[config.mk]
export PLATFORM = sky130hd
export DESIGN_NAME = dcf_ram
export DESIGN_NICKNAME = d
export VERILOG_FILES = /design/src/dcf_ram.sv
export SDC_FILE = /design/constraint.sdc
export NUM_CORES = 1
export LEC_CHECK = 0
export BUFFER_PORTS_ARGS = -buffer_cell sky130_fd_sc_hd__buf_2
export CAP_MARGIN = 30
export CORE_ASPECT_RATIO = 0.6
export CORE_MARGIN = 1
export CORE_UTILIZATION = 50
export CTS_CLUSTER_DIAMETER = 120
export DETAILED_ROUTE_END_ITERATION = 10
export PLACE_DENSITY_LB_ADDON = 0.05
export SYNTH_ARGS = -nofsm -noshare
export SYNTH_HDL_FRONTEND = slang
export SYNTH_SLANG_ARGS = --single-unit
export TNS_END_PERCENT = 1
[constraint.sdc]
create_clock -name clk -period 5.8 [get_ports clk]
set_input_delay 0 -clock clk [delete_from_list [all_inputs] [get_ports clk]]
set_output_delay 0 -clock clk [all_outputs]
set_load 0.01 [all_outputs]
[src/dcf_ram.sv]
// ----------------------------------------------------------------------------
// dcf_ram
// Generic simple dual-port RAM: one write port, one read port with a
// registered read that updates only when a read is issued.
// ----------------------------------------------------------------------------
module dcf_ram #(
	parameter int unsigned WIDTH = 8,
	parameter int unsigned DEPTH = 64
) (
	input  logic                     clk,
	input  logic                     we,
	input  logic [$clog2(DEPTH)-1:0] waddr,
	input  logic [WIDTH-1:0]         wdata,
	input  logic                     re,
	input  logic [$clog2(DEPTH)-1:0] raddr,
	output logic [WIDTH-1:0]         rdata
);

	logic [WIDTH-1:0] mem [DEPTH];

	// Write port
	always_ff @(posedge clk) begin
		if (we) begin
			mem[waddr] <= wdata;
		end
	end

	// Registered read, held between reads
	always_ff @(posedge clk) begin
		if (re) begin
			rdata <= mem[raddr];
		end
	end

endmodule

# Word level (Yosys, flattened, before mapping)
# Memories as Yosys holds them, arrays and structs flattened. A register that Yosys moved wholly into a read port is not among the register bits.
# Cells that the tools add are included.
# classes
muxes	2
# op_table
cell	n
$mux 1	2
# totals
word_cells	3
input_bits	23
reg_bits	0
memories	1
ramBits	512
out_inout_bits	8
# mem_list
name	depth	width	read_ports	rd_ports_with_merged_regs	write_ports	line_no	text
mem	64	8	1	1	1	19	logic [WIDTH-1:0] mem [DEPTH];

# Depth between registers and ports, before layout
# Gate-level depths: netlist (run 1).
# logic_depth
depth_word	2
ltp_mapped	9
depth_no_buf	5

# Least setup slack after synthesis (run 1)
# OpenSTA, ideal clock, no wires.
# synth_path
path_kind	register -> register
from	memory mem[29][4]
to	register rdata[4] (read register of mem) (data pin)
n_path_buf	0
setup_ns	0.270
synth_period_minus_slack_ns	1.830
t_arrival_ns	1.560
stages_incl_launch_ff	6
required_ns	5.530
path_slack_ns	3.970
cell_sequence	edfxtp_1 mux4_2 mux2_2 o221a_2 nor3_1 o32ai_1
# synth_lines
item	line_no	text
start: declaration	19	
end: declaration	16	output logic [WIDTH-1:0] rdata

==> results of run 1 <==
==> how the worst max path moves through the flow <==
| stage | slack (ns) | cells after the start | to | start |
|---|---|---|---|---|
| after floorplan | 3.97 | 5 | rdata[4]$_DFFE_PP_ | mem[29][4]$_DFFE_PP_ |
| after detailed placement | 2.52 | 6 | rdata[3]$_DFFE_PP_ | raddr[0] |
| final | 3.33 | 4 | rdata[1]$_DFFE_PP_ | mem[45][1]$_DFFE_PP_ |
| after global placement | 2.63 | 6 | rdata[3]$_DFFE_PP_ | raddr[0] |
| after global routing | 3.22 | 4 | rdata[0]$_DFFE_PP_ | mem[46][0]$_DFFE_PP_ |
| after CTS | 3.11 | 6 | rdata[3]$_DFFE_PP_ | raddr[0] |
==> cell type report <==
| type | count | area (sq um) |
|---|---|---|
| Fill cell | 2946 | 16900 |
| Tap cell | 522 | 653 |
| Clock buffer | 56 | 1250 |
| Multi-Input combinational cell | 369 | 4320 |
| Sequential cell | 520 | 15600 |
| Timing Repair Buffer | 66 | 495 |
| Clock inverter | 29 | 262 |
==> flip-flops by register name (all words and copies together) (netlist names) <==
signal  cells
rdata       8
mem       512
==> critical path: stages (launching register included) <==
cell,delay (ns)
edfxtp_1,0.37
mux4_2,0.47
mux2_2,0.30
a221oi_1,0.89
o2bb2ai_1,0.16
==> power by group <==
part	switching (uW)	total [uW]	internal (uW)
Sequential	9.19	4180	4170
Clock	1340	3100	1760
Combinational	250	394	144
Total	1600	7670	6070
==> stage by stage <==
step,hold WS [ns],cell area [sq um],power (uW),utilization (%),setup slack (ns)
after floorplan,0.0989,20200,4480,-,3.97
after global placement,0.389,20900,4640,52.9,2.63
after detailed placement,0.392,21000,4650,53.2,2.52
after CTS,0.00930,22600,7710,57.2,3.11
after global routing,0.0378,22600,7860,57.3,3.22
final,0.0346,22600,7670,57.3,3.33
==> cell families after synthesis <==
logic type | count (synthesis)
AO/OA/AOI/OAI | 54
buffers and inverters | 51
flip-flops | 520
multiplexers | 162
AND/OR/NAND/NOR | 153
==> metal layers <==
metal  up-vias  track usage, %
li1       4067               -
met1      5257            36.7
met2       469            34.5
met3        60            7.68
met4         0            4.62
met5         -               0
==> synthesized netlist by cell type <==
master / number / area (sq um)
a2111oi_0: 2 / 17.5
a211oi_1: 4 / 30.0
a21oi_1: 3 / 15.0
a221oi_1: 6 / 52.6
a22oi_1: 3 / 22.5
a31oi_1: 1 / 6.26
and2_1: 1 / 6.26
buf_1: 4 / 15.0
buf_12: 2 / 40.0
buf_2: 11 / 55.1
buf_4: 13 / 97.6
buf_6: 4 / 45.0
clkbuf_1: 17 / 63.8
edfxtp_1: 520 / 15600
mux2_2: 13 / 146
mux2i_1: 23 / 230
mux4_2: 126 / 2840
nand2_1: 19 / 71.3
nand2b_1: 7 / 43.8
nand3_1: 13 / 65.1
nand3b_1: 3 / 22.5
nand4_1: 2 / 12.5
nand4b_1: 1 / 8.76
nor2_1: 83 / 312
nor2b_1: 14 / 87.6
nor3_1: 7 / 35.0
nor4_1: 2 / 12.5
o2111ai_1: 3 / 26.3
o21a_1: 2 / 15.0
o21ai_0: 2 / 10.0
o21ai_1: 2 / 10.0
o221a_2: 2 / 22.5
o221ai_1: 8 / 70.1
o22ai_1: 8 / 50.1
o2bb2ai_1: 3 / 26.3
o311ai_1: 1 / 8.76
o32ai_1: 2 / 17.5
o41ai_1: 2 / 17.5
or3_1: 1 / 6.26
==> run_results.csv, run 1 <==
group,metric,value,unit
outcome,status,"completed",
global_routing,grt_overflow,0,
flow_run,cap_viol_max_count,0,
worst_setup_path,r2r-end,"rdata[1]$_DFFE_PP_",
timing,finClkSkew,0.0166,ns
detailed_routing,dr_wl_met3,4.93,mm
timing,hold_viol_final,0,
timing,rsz0062_at_grt,"no",
detailed_routing,via_per_inst,6.31,
floorplanning,fp.coreArea,0.0394,sq mm
floorplanning,die_w,262,um
yosys,synth_top_family_by_area,"multiplexers",
floorplanning,initial_core_util,51.3,%
global_routing,grt_pass1_wl,69.6,mm
cts,htreeDepth,2,
hold_path,hold_path_depth,3,
worst_setup_path,ff2ff_setup_slack,3.33,ns
cts,cts_buffers,48,
worst_setup_path,crit_required,6.06,ns
final_layout,final_nets,1028,
global_routing,antenna_found_initial,1,
yosys,synth_cell_types,39,
cts,tritoncts,"done",
place,port_buffers,30,
yosys,ys_ff_latch,520,
pwr,powerDensity,339,mW/mm^2
final_layout,final_common_cell,"edfxtp_1",
detailed_routing,wirelength,47.7,mm
worst_setup_path,worst_setup_path_start_kind,"register",
detailed_routing,drc_errors,0,
detailed_routing,wire_per_inst,30.5,um
cts,clock-sinks,520,
final_layout,layout-drive-gt1-share,25.6,%
worst_setup_path,arrival,2.74,ns
floorplanning,row_count,56,
timing,slew_headroom,31.4,%
worst_setup_path,timing.rr.start,"mem[45][1]$_DFFE_PP_",
cts,clk_latency,0.56,ns
timing,slew_viol_final,0,
yosys,synth_nets,963,
worst_setup_path,r2r_cells,4,
timing,finalCritPeriodShare,42.7,%
cts,cts.repair.resized,0,
yosys,syn_inst,940,
hold_path,min_from,"waddr[0]",
detailed_routing,highest_layer,"met4",
detailed_routing,wl_met2,20.8,mm
cts,cts-root-buf,"clkbuf_16",
place,dp_hpwl,29.8,mm
detailed_routing,first_pass_iters,6,
hold_path,min_to,"mem[49][7]$_DFFE_PP_",
cts,clk_pin_slew,0.07,ns
timing,tightestPinTransition,1.03,ns
detailed_routing,wl_met1,21.2,mm
yosys,synth-simple-area-share,3.37,%
final_layout,area_growth,11.6,%
yosys,synth_adder_area_share,0,%
cts,post_cts_buffers,0,
detailed_routing,num_vias,9853,
final_layout,diodes,0,
place,dp_cells,1467,
timing,finalSetupViolations,0,
worst_setup_path,critPathKind,"register to register",
cts,cts_hold_buf,6,
detailed_routing,ant_nets,0,
yosys,synth_warnings,0,
final_layout,final_cells,1562,
global_routing,grt_pass1_vias,9810,
hold_path,hold_path_class,"primary input to register",
worst_setup_path,setup.worst_path.end_class,"register",
final_layout,final_cell_mix,"edfxtp_1, mux4_2, nor2_1, clkbuf_16, buf_2",
yosys,syn_area,0.0202,sq mm
yosys,muxShareOfSynthArea,15.9,%
worst_setup_path,cp_max_fo,1,
yosys,avgSynthCellArea,21.5,sq um
yosys,synth-compound-area-share,2.06,%
floorplanning,pin_count,31,
timing,fmax,0.404,GHz
floorplanning,design.die.area,0.0413,sq mm
timing,tns,0,ns
floorplanning,chipHeight,158,um
pwr,ir_drop,251,uV
pwr,leakage,0.00704,uW
place,gp_congestion,0.814,
yosys,seq_area_frac_synth,77.1,%
detailed_routing,drt_iter0_drc,1050,
global_routing,grt_max_degree,65,
yosys,synthXorXnorAreaFrac,0,%
cts,cts.path.max_buffers,3,
global_routing,grt_usage,24.1,%
timing,finalCriticalPeriod,2.47,ns
Power figures use the tool's default switching activity.
==> run 2: changes to the inputs <==
==> constraint.sdc (replaced) <==
create_clock -name clk -period 2.58 [get_ports clk]
set_input_delay 0 -clock clk [delete_from_list [all_inputs] [get_ports clk]]
set_output_delay 0 -clock clk [all_outputs]
set_load 0.01 [all_outputs]
==> run_results.csv, run 2 (same netlist as run 1, synthesis figures left out) <==
group,metric,value,unit
timing,fmax,0.408,GHz
timing,slew_headroom,44.9,%
floorplanning,design.die.area,0.0413,sq mm
worst_setup_path,path_buf_inv,0,
place,port_buffers,30,
pwr,ir_drop,575,uV
timing,worst_slack,0.131,ns
floorplanning,row_count,56,
detailed_routing,via_per_inst,6.12,
worst_setup_path,critPathSlowestCell,"nor3_1",
place,dp_hpwl,32.0,mm
worst_setup_path,critPathKind,"register to register",
detailed_routing,num_vias,10100,
detailed_routing,drc_errors,0,
hold_path,hold_path_class,"primary input to register",
pwr,powerDensity,733,mW/mm^2
cts,cts.path.max_buffers,3,
final_layout,final_nets,1114,
final_layout,register_area,0.0156,sq mm
timing,finalCritPeriodShare,94.9,%
cts,cts-root-buf,"clkbuf_16",
floorplanning,initial_core_util,51.3,%
final_layout,final_common_cell,"edfxtp_1",
cts,htreeDepth,2,
final_layout,largest_registers,"mem: 512 flops, rdata: 8 flops",
global_routing,grt_overflow,0,
global_routing,grt_usage,24.4,%
final_layout,multi_input_area,0.00432,sq mm
detailed_routing,ant_nets,0,
worst_setup_path,worst_setup_path_start_kind,"register",
worst_setup_path,critPathTopFamily,"multiplexers",
final_layout,final_cell_mix,"edfxtp_1, mux4_2, buf_4, nor2_1, clkbuf_16",
detailed_routing,wirelength,48.0,mm
global_routing,grt_pass1_wl,70.3,mm
pwr,total_power,17000,uW
timing,finClkSkew,0.0135,ns
detailed_routing,wire_per_inst,29.1,um
cts,clk_pin_slew,0.06,ns
pwr,leakage,0.00745,uW
timing,slew_viol_final,0,
timing,rsz0062_at_grt,"no",
floorplanning,fp.coreArea,0.0394,sq mm
final_layout,diodes,0,
worst_setup_path,cp_slowest_stage_delay,0.56,ns
timing,tns,0,ns
cts,post_cts_buffers,0,
timing,hold_viol_final,0,
floorplanning,pin_count,31,
worst_setup_path,cp_max_fo,1,
cts,clk_latency,0.56,ns
worst_setup_path,setup.worst_path.end_class,"register",
outcome,status,"completed",
global_routing,antenna_found_initial,0,
final_layout,area_growth,14.7,%
worst_setup_path,arrival,2.74,ns
cts,clock-sinks,520,
detailed_routing,drt_iter0_drc,1191,
global_routing,grt_pass1_vias,10200,
final_layout,layout-drive-gt1-share,30.3,%
timing,tightestPinTransition,0.823,ns
worst_setup_path,crit_chain,"mux4_2 -> mux2_2 -> o221a_2 -> nor3_1 -> o32ai_1",
global_routing,grt_max_degree,65,
timing,finalCriticalPeriod,2.45,ns
final_layout,nFillCells,2847,
final_layout,largest_register_ffs,512,
final_layout,top_register,"mem",
floorplanning,chipHeight,158,um
worst_setup_path,crit_required,2.87,ns
cts,cts_buffers,47,
flow_run,cap_viol_max_count,0,
detailed_routing,first_pass_iters,4,
cts,tritoncts,"done",
place,preCtsSetupSlack,-0.000397,ns
cts,cts_hold_buf,11,
cts,cts.repair.resized,0,
place,gp_congestion,0.879,
timing,finalSetupViolations,0,
floorplanning,die_w,262,um
-- run 2: area by class of cell --
type	count	area share, %
clock buffer	65	5.54
multi-input combinational	369	18.6
sequential	520	67.2
clock inverter	19	0.689
timing repair buffer	153	5.18
tap	522	2.81
-- run 2: power breakdown --
group / internal [uW] / total, uW / switching, uW
clock network: 3770 / 6700 / 2930
logic: 369 / 938 / 568
registers: 9370 / 9390 / 25.2
total: 13500 / 17000 / 3520
-- run 2: layer usage --
layer	track usage, %	part of all wire, %	vias up
li1	-	-	4239
met1	38.1	46	5375
met2	33.8	43	396
met3	5.86	9.2	79
met4	7.61	2.7	0
met5	0	0	-
-- run 2: stage by stage --
step | utilization (%) | area (sq um) | std cells | hold WS, ns
floorplan | - | 20200 | 940 | 0.0989
global placement | 54.9 | 21700 | 1552 | 0.391
detailed placement | 54.9 | 21700 | 1553 | 0.388
CTS | 58.9 | 23200 | 1648 | 0.0291
global route | 58.9 | 23200 | 1648 | 0.0596
finish | 58.9 | 23200 | 1648 | 0.0471
-- run 2: worst paths after layout --
path	start	cells past startpoint	slack (ns)	to
hold / removal	wdata[0]	1	0.05	mem[11][0]$_DFFE_PP_
hold reg to reg	mem[22][1]$_DFFE_PP_	4	0.97	rdata[1]$_DFFE_PP_
setup reg to reg	mem[21][6]$_DFFE_PP_	5	0.13	rdata[6]$_DFFE_PP_
setup / recovery	mem[21][6]$_DFFE_PP_	5	0.13	rdata[6]$_DFFE_PP_
