[src/dcf_pkg.sv]
// ----------------------------------------------------------------------------
// dcf_pkg
// Shared types and codes of the directed cycle finder: commands, node
// colours, sequencer states and the result word.
// ----------------------------------------------------------------------------
package dcf_pkg;

	// Field widths of the stream words
	localparam int unsigned CMD_W  = 2;
	localparam int unsigned NODE_W = 7;

	// Input commands
	typedef enum logic [CMD_W-1:0] {
		CMD_ADD   = 2'd0,
		CMD_RUN   = 2'd1,
		CMD_CLEAR = 2'd2,
		CMD_NOP   = 2'd3
	} cmd_t;

	// Node marking during the search
	typedef enum logic [1:0] {
		COL_WHITE = 2'd0,
		COL_GRAY  = 2'd1,
		COL_BLACK = 2'd2,
		COL_SPARE = 2'd3
	} colour_t;

	// Sequencer states
	typedef enum logic [3:0] {
		ST_IDLE,
		ST_ADD_WR,
		ST_ROOT,
		ST_ROOT_CHK,
		ST_ROW,
		ST_SCAN,
		ST_NBR,
		ST_POP,
		ST_EMIT,
		ST_EMIT_OUT,
		ST_NONE
	} state_t;

	// One result word
	typedef struct packed {
		logic              found;
		logic [NODE_W-1:0] node;
		logic              last;
	} res_t;

endpackage

[src/dcf_out.sv]
// ----------------------------------------------------------------------------
// dcf_out
// Output register of the result stream: holds one result word until the
// downstream side takes it.
// ----------------------------------------------------------------------------
module dcf_out (
	input  logic         clk,
	input  logic         arst_n,
	input  logic         push,
	input  dcf_pkg::res_t res,
	output logic         free,
	output logic         m_tvalid,
	input  logic         m_tready,
	output logic [7:0]   m_tdata,   // [6:0] cycle_node, [7] zero
	output logic [0:0]   m_tuser,   // [0] found
	output logic         m_tlast    // last
);

	import dcf_pkg::*;

	logic valid_q;
	res_t res_q;

	assign free = !valid_q || m_tready;

	// Hold the valid flag; load on push, drop when taken
	always_ff @(posedge clk or negedge arst_n) begin
		if (!arst_n) begin
			valid_q <= 1'b0;
		end else if (push) begin
			valid_q <= 1'b1;
		end else if (m_tready) begin
			valid_q <= 1'b0;
		end
	end

	// Result payload
	always_ff @(posedge clk) begin
		if (push) begin
			res_q <= res;
		end
	end

	assign m_tvalid   = valid_q;
	assign m_tdata    = {1'b0, res_q.node};
	assign m_tuser[0] = res_q.found;
	assign m_tlast    = res_q.last;

endmodule

[config.mk]
export PLATFORM = sky130hd
export DESIGN_NAME = dcf_out
export DESIGN_NICKNAME = d
export VERILOG_FILES = /design/src/dcf_pkg.sv /design/src/dcf_out.sv
export SDC_FILE = /design/constraint.sdc
export NUM_CORES = 1
export LEC_CHECK = 0
export BUFFER_PORTS_ARGS = -buffer_cell sky130_fd_sc_hd__buf_2
export CAP_MARGIN = 15
export CORE_AREA = 2 2 39 41
export DETAILED_ROUTE_END_ITERATION = 7
export DIE_AREA = 0 0 41 43
export GPL_TIMING_DRIVEN = 0
export MAX_ROUTING_LAYER = met4
export SETUP_SLACK_MARGIN = 0.2
export SLEW_MARGIN = 20
export SYNTH_ARGS = -nofsm -noshare
export SYNTH_HDL_FRONTEND = slang
export SYNTH_SLANG_ARGS = --single-unit
[constraint.sdc]
create_clock -name clk -period 0.8 [get_ports clk]
set_input_delay 0.04 -clock clk [delete_from_list [all_inputs] [get_ports clk]]
set_output_delay 0.04 -clock clk [all_outputs]
set_load 0.005 [all_outputs]
* Word-level counts from Yosys, hierarchy flattened
Cells that the tools add are included.
** Operators by class
- Mux-type cells :: 2
- Reduce and logical (&&, ||, !) cells :: 3
** Operator list (number)
- two-way mux 1 bit :: 2
- nonzero test 2 bit :: 1
- logical NOT 1 bit :: 1
- logical OR 1 bit :: 1
** Storage, ports and cells
- Flip-flop bits (word level) :: 10
- Bits of input ports :: 13
- Output and inout port bits :: 12
- Logic and storage cells :: 9

* Depth between registers and ports, before layout
Gate-level depths: netlist (run 1).
- Depth after elaboration :: 2
- Mapped depth :: 2
- Mapped depth without buffers :: 2

* Worst setup path after synthesis (run 1)
Ideal clock, no wire load.
- Path type :: flip-flop to flip-flop
- Start point :: register m_tvalid (netlist name)
- End point :: register valid_q, in the netlist m_tvalid
- Library setup time :: 0.121 ns
- Data arrival time :: 0.525 ns
- Data required time :: 0.679 ns
- Path slack :: 0.153 ns
- Cell stages (with the launch flop) :: 3
- Buffers on the path :: 0
- Clock period less this slack :: 0.647 ns
- Path through :: dfrtp_1 -> nand2b_4 -> nand2b_2
** RTL lines
- end signal, assigned :: RTL line dcf_out.sv:29 : valid_q <= 1'b0;
- end signal, assigned :: RTL line dcf_out.sv:31 : valid_q <= 1'b1;
- end signal, assigned :: RTL line dcf_out.sv:33 : valid_q <= 1'b0;
- end, declared :: RTL line dcf_out.sv:21 : logic valid_q;

* Worst setup path after layout (run 1)
- Start point :: register valid_q, in the netlist m_tvalid
- End point :: output port free
** Between the ends
- Word-level cells in the longest chain between the ends :: 2
** RTL lines
- logical NOT 1 bit :: RTL line dcf_out.sv:24 : assign free = !valid_q || m_tready;
- logical OR 1 bit :: RTL line dcf_out.sv:24
- end, declared :: RTL line dcf_out.sv:11 : output logic free,
Every way passes these cells.

==> run summary, run 1 <==
status -> complete, but fails checks
failing checks -> negative hold slack, negative setup slack
final setup vio count -> 3
chip width -> 41 um
Final Max Slew Viols -> 0
Slowest cell on crit path -> dfrtp_1
Initial Utilization -> 23.8%
CP Class -> reg2out
vias per cell -> 3.62
final total power -> 0.00108 W
Mapped Cells -> 14
Psw -> 0.000219 W
internal power -> 0.000866 W
endpoints failing hold -> 9
unrepaired setup endpoints after global routing -> true
Inserted Diodes -> 0
CP max FO -> 2
gr usage total -> 7.24%
worst skew pair latency -> 0.25 ns
top cell type's share of synthesized area -> 82.1%
Reg2Reg Depth -> 4
Final Worst Setup Slack -> -0.0731 ns
Tightest Hold Check Type -> in2reg
cell area after synthesis -> 329 um^2
Worst Hold Endpoint -> m_tdata[6]
Netlist cell types -> 6
port bufs -> 23
non-filler cells in the finished layout -> 60
startpoint types -> flop
gr ovfl total -> 0
final period utilization -> 109%
Arr. time, crit path -> 0.83 ns
io pins -> 25
clock buffer depth -> 2
core area -> 1380 um^2
DRC violations left -> 0
CTS root buffer -> clkbuf_4
final instance area -> 522 um^2
FF+latch area -> 295 um^2
die height -> 43 um
Hold Crit Depth -> 1
H-tree depth -> 1
Critical Path RT -> 0.76 ns
initial DRC count -> 2
Critical Path Max Stage Delay -> 0.41 ns
Multi-input gate area -> 26.3 um^2
max_cap viols -> 0
FF-to-FF End -> m_tvalid
HP Start -> res[7]
Syn Area/Cell -> 23.5 um^2
CTS clk-pin slew, worst paths -> 0.06 ns
R2R setup slack -> -0.03 ns
Inst Count DP -> 53
Switching Share -> 20.2%
die footprint -> 1760 um^2
CTS tree -> built
warnings from Yosys -> 0
Leak -> 0.240 nW
Peak VDD IR -> 1.11 mV
via count -> 217
share of layout cells above drive strength 1 -> 70.5%
CTS buffer count -> 3
Placed Area -> 464 um^2
clock tree sinks -> 10
Clock Power Share -> 31.6%
largest area contributor in the netlist -> edfxtp_1
area grow syn2layout -> 58.6%
skew final -> 0 ns
Filler Cell Count -> 129
largest net degree at the start of global routing -> 11
Final Wtd Congestion -> 0.562
Gate power share -> 10.8%
initial antenna violation count -> 0
vias in the first global route -> 224
first-pass GRT wire length -> 793 um
setup TNS -> -0.150 ns
Seq pwr share -> 57.6%
Worst R2R Start -> m_tvalid
Post-CTS Hold Buffers -> 1
Worst Hold Slack -> -0.0443 ns
Net Count, Synth -> 27
DRT Pass-1 Iters -> 2
worst path cell trace -> nand2b_4 -> buf_6
post-route ant nets -> 0
Tmin final -> 0.873 ns
sequential element share of the synthesized area -> 89.7%
Power Density -> 2080 nW/um^2
Yosys reg bits -> 10
Routed WL -> 616 um
Worst setup EP type -> primary output
cell row count -> 14
Nets -> 58
Fmax -> 1150 MHz
synth top area cells -> edfxtp_1 82%, dfrtp_1 7.6%, nand2b_4 4.2%, nand2b_2 2.7%, buf_4 2.3%
Avg WL per Cell -> 10.3 um
[power by group through the flow]
stage                     Combinational [W]  Sequential (W)  Clock, W
after floorplan                   0.0000149        0.000644         0
after global placement            0.0000985        0.000635         0
after detailed placement          0.0000994        0.000637         0
after CTS                          0.000113        0.000625  0.000356
after global routing               0.000130        0.000629  0.000364
final                              0.000117        0.000625  0.000343
[logic make-up after synthesis]
kind of cell | synth area share [%]
DFF | 89.7
and+or+nand+nor | 6.84
buffers and inverters | 2.28
other | 1.14
[per-layer routing]
layer	wire length [um]	part of all wire, %	global-route usage [%]	vias to the layer above
li1	-	-	-	109
met1	249	40	8.22	87
met2	269	44	10.3	21
met3	97	16	3.14	0
met4	0	0	4.00	0
met5	0	0	-	-
[timing repair]
item,CTS,global route
gates cloned,0,0
endpoints found under the setup margin,12,12
endpoints found under the hold margin,10,9
gates resized for setup,1,0
buffers inserted,1,1
[final cells by class]
class | instances | share of cell area, %
repair buffers | 26 | 28.1
flip-flops and latches | 10 | 56.6
well taps | 16 | 3.84
plain buffers | 1 | 1.44
multi-input cells | 3 | 5.04
clock buffers | 3 | 4.32
clock inverters | 1 | 0.719
[synthesized netlist by cell type]
master	count
edfxtp_1	9
nand2b_2	1
conb_1	1
nand2b_4	1
dfrtp_1	1
buf_4	1
[worst max-delay path, delay by kind of cell, from the launching register on]
| family | cells | cell delay (ns) |
|---|---|---|
| buffers and inverters | 1 | 0.09 |
| DFF | 1 | 0.41 |
| and+or+nand+nor | 1 | 0.08 |
[per-stage QoR]
stage / setup slack [ns] / utilization, %
after floorplan: 0.153 / -
after global placement: 0.174 / 33.5
after detailed placement: 0.161 / 33.5
final: -0.0731 / 37.7
after global routing: -0.0931 / 37.7
after CTS: -0.0803 / 37.2
[layout by cell type (no fill, tap or decap), drive strengths merged]
| master | synthesis | routed |
|---|---|---|
| dlygate4sd3 | 0 | 1 |
| conb | 1 | 1 |
| clkbuf | 0 | 3 |
| buf | 1 | 26 |
| dfrtp | 1 | 1 |
| edfxtp | 9 | 9 |
| nand2b | 2 | 2 |
| clkinv | 0 | 1 |
[state kept, by name, indices dropped and copies added, names as in the netlist]
signal and cells:
m_tdata 7, m_tlast 1, m_tuser 1, m_tvalid 1
[how the worst max path moves through the flow]
stage	start	end	slack [ns]	cells past startpoint
floorplan	m_tvalid	m_tvalid	0.15	2
global placement	m_tvalid	m_tvalid	0.17	2
detailed placement	m_tvalid	m_tvalid	0.16	2
CTS	m_tvalid	free	-0.08	2
global route	m_tvalid	free	-0.09	2
finish	m_tvalid	free	-0.07	2
(Power assumes the default switching activity.)
==> inputs of run 2 (changes only) <==
ABC_AREA = 1   (was not set)
==> run 2 against run 1 <==
Against the previous run:
- the flow still finishes with violations (negative hold slack, negative setup slack)
- final area down 3.1%
- sequential share of layout area up 1.8 points
- combinational power down 9%
- register-to-register slack better by 0.15 ns
- critical path type unchanged
==> run summary, run 2 <==
status -> complete, but fails checks
failing checks -> negative hold slack, negative setup slack
Avg WL per Cell -> 10.0 um
Filler Cell Count -> 139
warnings from Yosys -> 0
CTS clk-pin slew, worst paths -> 0.06 ns
vias per cell -> 3.75
Mapped Cells -> 16
Netlist cell types -> 6
first-pass GRT wire length -> 883 um
Power Density -> 2130 nW/um^2
Worst Hold Slack -> -0.0435 ns
R2R setup slack -> 0.12 ns
unrepaired setup endpoints after global routing -> true
cell row count -> 14
Placed Area -> 462 um^2
chip width -> 41 um
Leak -> 0.237 nW
largest net degree at the start of global routing -> 11
gr usage total -> 8.31%
Synth async-reset ratio -> 10.0%
Final Worst Setup Slack -> -0.0385 ns
cell area after synthesis -> 327 um^2
pre-CTS setup slack -> 0.205 ns
GRT met2 Usage -> 10.0%
vias in the first global route -> 224
clock buffer depth -> 2
Critical Path Max Stage Delay -> 0.38 ns
startpoint types -> flop
Final Max Slew Viols -> 0
Post-CTS Hold Buffers -> 1
Tightest Hold Check Type -> in2reg
CTS buffer count -> 3
core area -> 1380 um^2
CP max FO -> 2
area grow syn2layout -> 54.8%
CTS tree -> built
DRC violations left -> 0
Nets -> 59
Net Count, Synth -> 29
Critical Path RT -> 0.76 ns
commonest non-fill, non-tap cell in the layout -> buf_2
top cell type's share of synthesized area -> 82.8%
initial antenna violation count -> 0
Arr. time, crit path -> 0.80 ns
Tmin final -> 0.839 ns
commonest cells in the netlist -> 9 x edfxtp_1, 2 x inv_1, 2 x nand2_2
worst skew pair latency -> 0.25 ns
Post-synth EDFFs -> 9
die height -> 43 um
Inserted Diodes -> 0
Fmax -> 1190 MHz
CP Class -> reg2out
Initial Utilization -> 23.6%
skew final -> 0 ns
met3 Use GR -> 3.14%
max_cap viols -> 0
commonest cells after routing, fill and taps aside -> 23 x buf_2, 9 x edfxtp_1, 3 x clkbuf_4
Syn Area/Cell -> 20.4 um^2
Peak VDD IR -> 0.706 mV
final instance area -> 505 um^2
Final Wtd Congestion -> 0.564
Post-synth top flop -> edfxtp_1
gr ovfl total -> 0
synth top area cells -> edfxtp_1 83%, dfrtp_1 7.7%, nand2_2 3.8%, buf_4 2.3%, inv_1 2.3%
most used standard cell by instance count after synthesis -> edfxtp_1
Routed WL -> 613 um
H-tree depth -> 1
endpoints failing hold -> 9
clock tree sinks -> 10
largest area contributor in the netlist -> edfxtp_1
Slowest cell on crit path -> dfrtp_1
via count -> 229
initial DRC count -> 0
worst path cell trace -> nand2_2 -> buf_2
max reg flops -> 7
share of layout cells above drive strength 1 -> 66.7%
post-route ant nets -> 0
FF+latch area -> 295 um^2
final setup vio count -> 2
CTS root buffer -> clkbuf_4
DRT Pass-1 Iters -> 1
Multi-input gate area -> 16.3 um^2
Most Crowded Layer GR -> met1
final period utilization -> 105%
io pins -> 25
sequential element share of the synthesized area -> 90.4%
port bufs -> 23
Worst setup EP type -> primary output
die footprint -> 1760 um^2
Yosys reg bits -> 10
met1 usage -> 11.0%
DP HPWL -> 495 um
## run 2: changes by cell type after synthesis
cell,change
inv_1,+2
nand2_2,+2
nand2b_2,-1
nand2b_4,-1
## run 2: repair_timing
item,4_1_cts,5_1_grt
endpoints found under the setup margin,12,12
setup buffers,1,0
endpoints found under the hold margin,10,9
pin swaps,1,1
gates resized for setup,0,0
## run 2: cell families after synthesis
logic type | after synthesis | share of synthesized area, %
buf+inv | 3 | 4.60
flops | 10 | 90.4
other cells | 1 | 1.15
simple gates | 2 | 3.83
## run 2: final cells by class
type                            instances  share of cell area (%)
Clock buffer                            4                    5.20
Timing Repair Buffer                   25                    26.2
Buffer                                  1                    1.49
Sequential cell                        10                    58.4
Inverter                                2                    1.49
Multi-Input combinational cell          3                    3.22
Tap cell                               16                    3.96
## run 2: path summary, 6_finish.rpt
path | end | from | cells past startpoint
setup / recovery | free | m_tvalid | 2
hold / removal | m_tdata[6] | res[7] | 1
setup reg to reg | m_tvalid | m_tvalid | 3
hold reg to reg | m_tvalid | m_tvalid | 3
max in group asynchronous | m_tvalid | arst_n | 2
min in group asynchronous | m_tvalid | arst_n | 2
## run 2: metal layers
layer	wire (um)	vias up	share of wire (%)
met5	0	-	0
met4	6	0	0.98
met3	107	2	17
met2	233	22	38
met1	265	95	43
li1	-	110	-
## run 2: worst max-delay path: cells and delay by family (launching register included)
kind                   cells  cell delay, ns
flip-flops                 1            0.38
AND/OR/NAND/NOR            1            0.06
buffers and inverters      1            0.10
## run 2: metrics by stage
step | power [W] | utilization (%) | std cells | setup TNS (ns) | hold slack, ns
6_report | 0.00108 | 36.5 | 61 | -0.0425 | -0.0435
5_1_grt | 0.00112 | 36.5 | 61 | -0.243 | -0.0573
4_1_cts | 0.00109 | 36.5 | 61 | -0.0932 | -0.0484
3_5_place_dp | 0.000735 | 33.4 | 55 | 0 | -0.182
3_3_place_gp | 0.000731 | 33.4 | 55 | 0 | -0.184
2_1_floorplan | 0.000656 | - | 16 | 0 | -0.256
## run 2: report_power, final
part           switching (W)  internal, W  total (W)
Sequential        0.00000869     0.000614   0.000623
Combinational      0.0000457    0.0000608   0.000106
Clock               0.000157     0.000192   0.000349
